<file path="src/rtl/magma_block_cipher_macros.svh">
// Assertion macros used by the Magma block cipher controller.
`ifndef MAGMA_BLOCK_CIPHER_MACROS_SVH
`define MAGMA_BLOCK_CIPHER_MACROS_SVH

// Same-cycle implication, inactive while reset is asserted.
`define MGBC_ASSERT_IMPLY(label, clk, rst_n, lhs, rhs) \
  label: assert property (@(posedge clk) disable iff (!rst_n) (lhs) |-> (rhs)) \
    else $error("assertion failed: lhs |-> rhs");

// Next-cycle implication, inactive while reset is asserted.
`define MGBC_ASSERT_NEXT(label, clk, rst_n, lhs, rhs) \
  label: assert property (@(posedge clk) disable iff (!rst_n) (lhs) |=> (rhs)) \
    else $error("assertion failed: lhs |=> rhs");

`endif

</file>
<file path="src/rtl/mgbc_pkg.sv">
// Types, constants and the round function of the Magma block cipher.
package mgbc_pkg;

  localparam int unsigned HALF_W     = 32;
  localparam int unsigned BLOCK_W    = 2 * HALF_W;
  localparam int unsigned KEY_WORDS  = 8;
  localparam int unsigned KEY_IDX_W  = $clog2(KEY_WORDS);
  localparam int unsigned ROUNDS     = 32;
  localparam int unsigned RND_W      = $clog2(ROUNDS);
  localparam int unsigned ROT_AMT    = 11;
  localparam int unsigned NIBBLES    = HALF_W / 4;

  typedef logic [HALF_W-1:0]    half_t;
  typedef logic [BLOCK_W-1:0]   block_t;
  typedef logic [KEY_IDX_W-1:0] key_idx_t;
  typedef logic [RND_W-1:0]     rnd_t;

  // Commands from the controller to the datapath.
  typedef struct packed {
    logic     load;      // take a new input block into the half registers
    logic     round_en;  // run one Feistel round
    logic     out_load;  // move the finished block into the output register
    key_idx_t key_sel;   // round key word for this round
  } mgbc_cmd_t;

  // Fixed Magma substitution table, row 0 serves the most significant nibble.
  localparam logic [3:0] SBOX [NIBBLES][16] = '{
    '{4'd1,  4'd7,  4'd14, 4'd13, 4'd0,  4'd5,  4'd8,  4'd3,
      4'd4,  4'd15, 4'd10, 4'd6,  4'd9,  4'd12, 4'd11, 4'd2},
    '{4'd8,  4'd14, 4'd2,  4'd5,  4'd6,  4'd9,  4'd1,  4'd12,
      4'd15, 4'd4,  4'd11, 4'd0,  4'd13, 4'd10, 4'd3,  4'd7},
    '{4'd5,  4'd13, 4'd15, 4'd6,  4'd9,  4'd2,  4'd12, 4'd10,
      4'd11, 4'd7,  4'd8,  4'd1,  4'd4,  4'd3,  4'd14, 4'd0},
    '{4'd7,  4'd15, 4'd5,  4'd10, 4'd8,  4'd1,  4'd6,  4'd13,
      4'd0,  4'd9,  4'd3,  4'd14, 4'd11, 4'd4,  4'd2,  4'd12},
    '{4'd12, 4'd8,  4'd2,  4'd1,  4'd13, 4'd4,  4'd15, 4'd6,
      4'd7,  4'd0,  4'd10, 4'd5,  4'd3,  4'd14, 4'd9,  4'd11},
    '{4'd11, 4'd3,  4'd5,  4'd8,  4'd2,  4'd15, 4'd10, 4'd13,
      4'd14, 4'd1,  4'd7,  4'd4,  4'd12, 4'd9,  4'd6,  4'd0},
    '{4'd6,  4'd8,  4'd2,  4'd3,  4'd9,  4'd10, 4'd5,  4'd12,
      4'd1,  4'd14, 4'd4,  4'd7,  4'd11, 4'd13, 4'd0,  4'd15},
    '{4'd12, 4'd4,  4'd6,  4'd2,  4'd10, 4'd5,  4'd11, 4'd9,
      4'd14, 4'd8,  4'd13, 4'd7,  4'd0,  4'd3,  4'd15, 4'd1}
  };

  // Round function: add key mod 2^32, substitute nibbles, rotate left.
  function automatic half_t mgbc_round_f(input half_t half, input half_t key);
    half_t sum;
    half_t sub;
    sum = half + key;
    for (int n = 0; n < NIBBLES; n++) begin
      sub[HALF_W-1-4*n -: 4] = SBOX[n][sum[HALF_W-1-4*n -: 4]];
    end
    return {sub[HALF_W-1-ROT_AMT:0], sub[HALF_W-1:HALF_W-ROT_AMT]};
  endfunction

endpackage

</file>
<file path="src/rtl/magma_block_cipher.sv">
// An accepted beat runs its 32 rounds in the half registers, then moves into the output register that drives out_tdata.
// The single round unit runs one Feistel round a cycle; a new block is taken only once the last one is finished.
// The next beat is taken in the cycle the finished block moves into the output register.
// Reset: rst_n synchronous active low; clears control state and all key words to zero.
// The user must write key words through the cfg port only while the block is idle; the block does not enforce this.
// Top level of the Magma (GOST 28147-89) block cipher.
module magma_block_cipher
  import mgbc_pkg::*;
(
  input  logic               clk,
  input  logic               rst_n,
  // configuration: register index 0..7 selects key_word_0..key_word_7
  input  logic               cfg_we,
  input  logic [KEY_IDX_W-1:0] cfg_index,
  input  logic [HALF_W-1:0]  cfg_wdata,
  // input beats
  input  logic               in_tvalid,
  output logic               in_tready,
  input  logic [BLOCK_W-1:0] in_tdata,   // [63:0] block_in
  input  logic               in_tuser,   // [0] req_type (0 encrypt, 1 decrypt)
  // result beats
  output logic               out_tvalid,
  input  logic               out_tready,
  output logic [BLOCK_W-1:0] out_tdata   // [63:0] block_out
);

  mgbc_cmd_t cmd;

  // Sequencer: counts rounds, picks key words, owns both handshakes.
  mgbc_ctrl u_ctrl (
    .clk        (clk),
    .rst_n      (rst_n),
    .in_tvalid  (in_tvalid),
    .in_tready  (in_tready),
    .in_dec     (in_tuser),
    .out_tvalid (out_tvalid),
    .out_tready (out_tready),
    .cmd        (cmd)
  );

  // Round hardware: key store, half registers and output holding register.
  mgbc_dp u_dp (
    .clk       (clk),
    .rst_n     (rst_n),
    .cfg_we    (cfg_we),
    .cfg_index (cfg_index),
    .cfg_wdata (cfg_wdata),
    .cmd       (cmd),
    .blk_in    (in_tdata),
    .blk_out   (out_tdata)
  );

endmodule

</file>
<file path="src/rtl/mgbc_dp.sv">
// Datapath: key words, Feistel half registers and the output register.
module mgbc_dp
  import mgbc_pkg::*;
(
  input  logic      clk,
  input  logic      rst_n,
  input  logic      cfg_we,
  input  key_idx_t  cfg_index,
  input  half_t     cfg_wdata,
  input  mgbc_cmd_t cmd,
  input  block_t    blk_in,
  output block_t    blk_out
);

  half_t  key_r [KEY_WORDS];
  half_t  hi_r, hi_nxt;
  half_t  lo_r, lo_nxt;
  block_t out_r, out_nxt;
  half_t  f_val;

  // Key words reset to zero; the user must write them only while the block is idle, which is not enforced here.
  always_ff @(posedge clk) begin
    if (!rst_n) begin
      for (int i = 0; i < KEY_WORDS; i++) key_r[i] <= '0;
    end else if (cfg_we) begin
      key_r[cfg_index] <= cfg_wdata;
    end
  end

  assign f_val = mgbc_round_f(lo_r, key_r[cmd.key_sel]);

  always_comb begin
    hi_nxt  = hi_r;
    lo_nxt  = lo_r;
    out_nxt = out_r;
    if (cmd.load) begin
      hi_nxt = blk_in[BLOCK_W-1:HALF_W];
      lo_nxt = blk_in[HALF_W-1:0];
    end else if (cmd.round_en) begin
      hi_nxt = lo_r;
      lo_nxt = hi_r ^ f_val;
    end
    // Undo the final swap on the way out.
    if (cmd.out_load) out_nxt = {lo_r, hi_r};
  end

  always_ff @(posedge clk) begin
    hi_r  <= hi_nxt;
    lo_r  <= lo_nxt;
    out_r <= out_nxt;
  end

  assign blk_out = out_r;

endmodule

</file>
<file path="src/rtl/mgbc_ctrl.sv">
// Controller: round sequencer, key schedule and handshake control.
`include "magma_block_cipher_macros.svh"

module mgbc_ctrl
  import mgbc_pkg::*;
(
  input  logic      clk,
  input  logic      rst_n,
  input  logic      in_tvalid,
  output logic      in_tready,
  input  logic      in_dec,
  output logic      out_tvalid,
  input  logic      out_tready,
  output mgbc_cmd_t cmd
);

  localparam logic [1:0] S_IDLE = 2'd0;
  localparam logic [1:0] S_RUN  = 2'd1;
  localparam logic [1:0] S_DONE = 2'd2;

  localparam rnd_t RND_LAST = RND_W'(ROUNDS - 1);

  logic [1:0] state_r, state_nxt;
  rnd_t       rnd_r, rnd_nxt;
  logic       dec_r, dec_nxt;
  logic       out_valid_r, out_valid_nxt;
  logic       out_free;
  logic       in_acc;
  logic       late;

  assign out_free = !out_valid_r || out_tready;
  assign in_tready = (state_r == S_IDLE) || ((state_r == S_DONE) && out_free);
  assign in_acc = in_tvalid && in_tready;

  // Key order: encrypt runs 0..7 three times then 7..0; decrypt 0..7 once then 7..0 three times.
  assign late = dec_r ? (rnd_r[RND_W-1:3] != '0) : (rnd_r[RND_W-1:3] == '1);

  always_comb begin
    state_nxt     = state_r;
    rnd_nxt       = rnd_r;
    dec_nxt       = dec_r;
    cmd.load      = in_acc;
    cmd.round_en  = 1'b0;
    cmd.out_load  = 1'b0;
    cmd.key_sel   = late ? ~rnd_r[2:0] : rnd_r[2:0];
    case (state_r)
      S_IDLE: begin
        if (in_acc) state_nxt = S_RUN;
      end
      S_RUN: begin
        cmd.round_en = 1'b1;
        rnd_nxt = rnd_r + 1'b1;
        if (rnd_r == RND_LAST) state_nxt = S_DONE;
      end
      S_DONE: begin
        if (out_free) begin
          cmd.out_load = 1'b1;
          state_nxt = in_acc ? S_RUN : S_IDLE;
        end
      end
      default: state_nxt = S_IDLE;
    endcase
    if (in_acc) begin
      rnd_nxt = '0;
      dec_nxt = in_dec;
    end
  end

  always_comb begin
    if (cmd.out_load)     out_valid_nxt = 1'b1;
    else if (out_tready)  out_valid_nxt = 1'b0;
    else                  out_valid_nxt = out_valid_r;
  end

  always_ff @(posedge clk) begin
    if (!rst_n) begin
      state_r     <= S_IDLE;
      rnd_r       <= '0;
      dec_r       <= 1'b0;
      out_valid_r <= 1'b0;
    end else begin
      state_r     <= state_nxt;
      rnd_r       <= rnd_nxt;
      dec_r       <= dec_nxt;
      out_valid_r <= out_valid_nxt;
    end
  end

  assign out_tvalid = out_valid_r;

  `MGBC_ASSERT_NEXT(a_acc_starts, clk, rst_n, in_acc, (state_r == S_RUN) && (rnd_r == '0))
  `MGBC_ASSERT_NEXT(a_last_done, clk, rst_n, (state_r == S_RUN) && (rnd_r == RND_LAST), state_r == S_DONE)
  `MGBC_ASSERT_IMPLY(a_run_busy, clk, rst_n, state_r == S_RUN, !in_tready)
  `MGBC_ASSERT_NEXT(a_load_valid, clk, rst_n, cmd.out_load, out_valid_r)

endmodule

</file>
<file path="config.mk">
export PLATFORM = sky130hd
export DESIGN_NAME = magma_block_cipher
export DESIGN_NICKNAME = d
export VERILOG_FILES = /design/src/rtl/mgbc_pkg.sv /design/src/rtl/magma_block_cipher.sv /design/src/rtl/mgbc_dp.sv /design/src/rtl/mgbc_ctrl.sv
export VERILOG_INCLUDE_DIRS = /design/src /design/src/rtl
export SDC_FILE = /design/constraint.sdc
export NUM_CORES = 1
export LEC_CHECK = 0
export BUFFER_PORTS_ARGS = -buffer_cell sky130_fd_sc_hd__buf_4
export CORE_MARGIN = 1.5
export CORE_UTILIZATION = 41
export CTS_CLUSTER_SIZE = 40
export DETAILED_ROUTE_END_ITERATION = 10
export PLACE_DENSITY_LB_ADDON = 0.12
export SLEW_MARGIN = 10
export SYNTH_ARGS = -nofsm -noshare
export SYNTH_HDL_FRONTEND = slang
export SYNTH_SLANG_ARGS = --single-unit
</file>
<file path="constraint.sdc">
create_clock -name clk -period 6.2 [get_ports clk]
set_input_delay 0.62 -clock clk [delete_from_list [all_inputs] [get_ports clk]]
set_output_delay 0.62 -clock clk [all_outputs]
set_load 0.02 [all_outputs]
</file>
==> flow_summary.ini <==
[critical_path]
end_kind = flop
crit_path_max_incr_delay_ns = 0.51
rr_startpoint = u_ctrl.rnd_r[3]$_SDFFE_PP0P_
crit_buf_inv = 3
crit_fanout = 20
cp_cell_sequence = maj3_1, xnor2_2, buf_12, buf_12, mux4_2, mux2_2, ha_1, nand3_1, or2_2, o21ba_2, o31ai_4, o21ai_1, o31ai_2, and2_1, inv_1, ha_1, mux4_2, xnor2_1, o21ai_1
worstSetupPathType = reg2reg
crit_arrival_ns = 6.16
path_delay_family = multiplexers
start_kind = flop
cp.required_ns = 6.52
crit_slowest_cell = mux4_2
crit_start = u_ctrl.rnd_r[3]$_SDFFE_PP0P_

[detailed_routing]
routed-via-count = 12370
finalWirelength_um = 51950
drt_iter0_drc = 930
wl_per_cell_um = 22.45
vias_per_cell = 5.347
drt_pass1_iterations = 6
drc = 0
ant_nets = 0

[sta]
fin_skew_ns = 0.01368
slew_violations = 0
maxSlewHeadroom = 0.2932
hold_viol = 0
finalCritPeriodShare = 0.9409
min_period_ns = 5.833
rsz0062_at_grt = false
worst_pin_slew_ns = 1.060
setup_viol = 0
fin_ws_ns = 0.3666
final.setup.tns_ns = 0
fmax_mhz = 171.4

[synthesis]
async_flop_share = 0
avgSynthCellArea_um2 = 13.54
synth_seq_cells = 393
yosysSeqAreaShare = 0.5843
ys_warn_count = 0
syn_area_um2 = 20040
syn_inst = 1480
syn-num-nets = 1657
yosysUniqueCellTypes = 80
synth_top_flop_cell = edfxtp_1
synth_edf_count = 384

[placed_design]
dpl.hpwl_um = 33880
gp_congestion = 0.8938
preCtsSetupSlack_ns = 0.3222
io_buffer_count = 170
dp_cells = 2237

[cts]
cts_max_level = 2
cts_buffer_depth = 3
cts_sinks = 393
clk_latency_ns = 0.58
cts.clk_slew.worst_paths_ns = 0.06
root_buffer = clkbuf_16
cts-hold-fix-buffers = 0
cts_made_buffers = 44
cts_tree = built

[grt]
grt-ovfl-total = 0
grt_pass1_wl_um = 77560
track_usage = 0.2085
grt_pass1_vias = 12480
grt_max_degree = 65
antenna_found_initial = 2

[die]
rows = 80
start_util = 0.4181
fp.dieW_um = 224.1
die_area_um2 = 50220
core_um2 = 47950
io_pins = 171
die_h_um = 224.1

[outcome]
status = finished, final reports clean

[power_and_ir_drop]
ir_worst_vdd_mv = 0.1952
p_per_area_nw_per_um2 = 465.0
p_leak_nw = 9.049

[worst_hold_path]
hp-start = in_tdata[62]
hp-class = in2reg

[cells_and_area]
seqCellArea_um2 = 11710
drive_above_1_share = 0.2496
num-nets-final = 1847
postLayoutCoreUtil = 0.4934
fin_cells = 2314
diodes = 0
syn_to_final_growth_pct = 18.03
n_fill_cell = 4159
multi_input_area_um2 = 8048

[run]
drv_cap = 0
worst paths after layout:
path	slack (ns)	depth (start not counted)	to
max	0.37	19	u_dp.lo_r[10]$_DFFE_PP_
min	0.30	3	u_dp.hi_r[30]$_DFFE_PP_
max reg2reg	0.37	19	u_dp.lo_r[10]$_DFFE_PP_
min reg2reg	0.47	2	u_ctrl.dec_r$_SDFFE_PN0P_
power by group:
part | switching, W | internal, W
clock network | 0.00107 | 0.00152
registers | 0.000272 | 0.00339
logic | 0.00261 | 0.00214
total | 0.00396 | 0.00704
metrics by stage:
| stage | total power, W | hold slack [ns] | cell area, um2 |
|---|---|---|---|
| 2_1_floorplan | 0.007229 | 0.4360 | 20040 |
| 3_3_place_gp | 0.008337 | 0.4542 | 22220 |
| 3_5_place_dp | 0.008439 | 0.4602 | 22220 |
| 4_1_cts | 0.01105 | 0.2632 | 23620 |
| 5_1_grt | 0.01174 | 0.2889 | 23660 |
| 6_report | 0.01100 | 0.2980 | 23660 |
Yosys cell counts (3+ instances only):
cell      count  area share
a211o_1       5      0.0022
a211oi_1      4      0.0015
a21boi_0      3      0.0011
a21o_1       13      0.0049
a21oi_1      59       0.015
a221o_1       3      0.0015
a31oi_1       6      0.0019
and2_1      264       0.082
and3_1        7      0.0022
buf_1         4     0.00075
buf_2         6      0.0015
clkbuf_1     47      0.0088
clkbuf_8      3      0.0021
dfxtp_1       9      0.0090
edfxtp_1    384        0.58
ha_1         71       0.044
inv_1        31      0.0058
mux2_2       35       0.020
mux2i_1      18      0.0090
mux4_2       76       0.085
nand2_1     145       0.027
nand2b_1      8      0.0025
nand3_1      15      0.0037
nand4_1       3     0.00094
nor2_1       57       0.011
nor2b_1       5      0.0016
nor3_1       11      0.0027
o211a_1       3      0.0015
o211ai_1      8      0.0030
o21a_1        4      0.0015
o21ai_0      44       0.011
o21ai_1       5      0.0012
o21bai_1      4      0.0015
or2_2         3     0.00094
or3_1         4      0.0012
xnor2_1      34       0.015
xor2_1       26       0.011
worst min-delay path: cells and delay by family:
family / cells / cell delay [ns]
and+or+nand+nor: 2 / 0.09
buffers and inverters: 1 / 0.07
metal layers:
layer	vias up	wire length [um]	global-route usage
met3	65	2860	0.03699
met4	4	1190	0.05776
li1	5832	-	-
met5	-	25	0
met1	6133	23000	0.2845
met2	340	24880	0.3426
sequential cells by signal, indices dropped and copies added, names as in the netlist:
register / flops
u_dp.hi_r: 32
u_dp.key_r: 256
u_ctrl.state_r: 2
u_dp.lo_r: 32
u_ctrl.dec_r: 1
u_dp.blk_out: 64
u_ctrl.rnd_r: 5
u_ctrl.out_tvalid: 1
cells by family after synthesis:
group                      synth area share
DFF                                  0.5843
buffers and inverters               0.02079
xor gates and xnor gates            0.02703
AOI/OAI and AO/OA                   0.06355
adders and majority gates           0.04582
muxes                                0.1154
and+or+nand+nor                      0.1432
what timing repair did:
| item | CTS | global route |
|---|---|---|
| gates resized for setup | 0 | 4 |
| endpoints found under the setup margin | 0 | 5 |
| setup buffers | 0 | 2 |
layout make-up:
| type | count | share of cell area |
|---|---|---|
| clock buffers | 54 | 0.04813 |
| clock inverters | 21 | 0.01111 |
| inverters | 31 | 0.004919 |
| multi-input cells | 992 | 0.3402 |
| flip-flops and latches | 393 | 0.4950 |
| well taps | 615 | 0.03253 |
| repair buffers | 208 | 0.06812 |
cell usage in the layout, fill, tap and decap left out, types with 4 or more instances in the layout:
master and count:
a211o_1 5, a211oi_1 4, a21o_1 13, a21oi_1 59, a31oi_1 6, and2_1 264
and3_1 7, buf_12 4, buf_4 204, bufinv_16 5, clkbuf_1 10, clkbuf_16 44
clkinv_1 6, clkinv_2 4, dfxtp_1 9, edfxtp_1 384, ha_1 71, inv_1 31
mux2_2 35, mux2i_1 18, mux4_2 76, nand2_1 145, nand2b_1 8, nand3_1 15
nor2_1 56, nor2b_1 5, nor3_1 9, o211ai_1 8, o21a_1 4, o21ai_0 38
o21ai_1 5, o21ai_4 6, o21bai_1 4, or3_1 4, xnor2_1 30, xnor2_2 5
xor2_1 25
(Power assumes the default switching activity.)
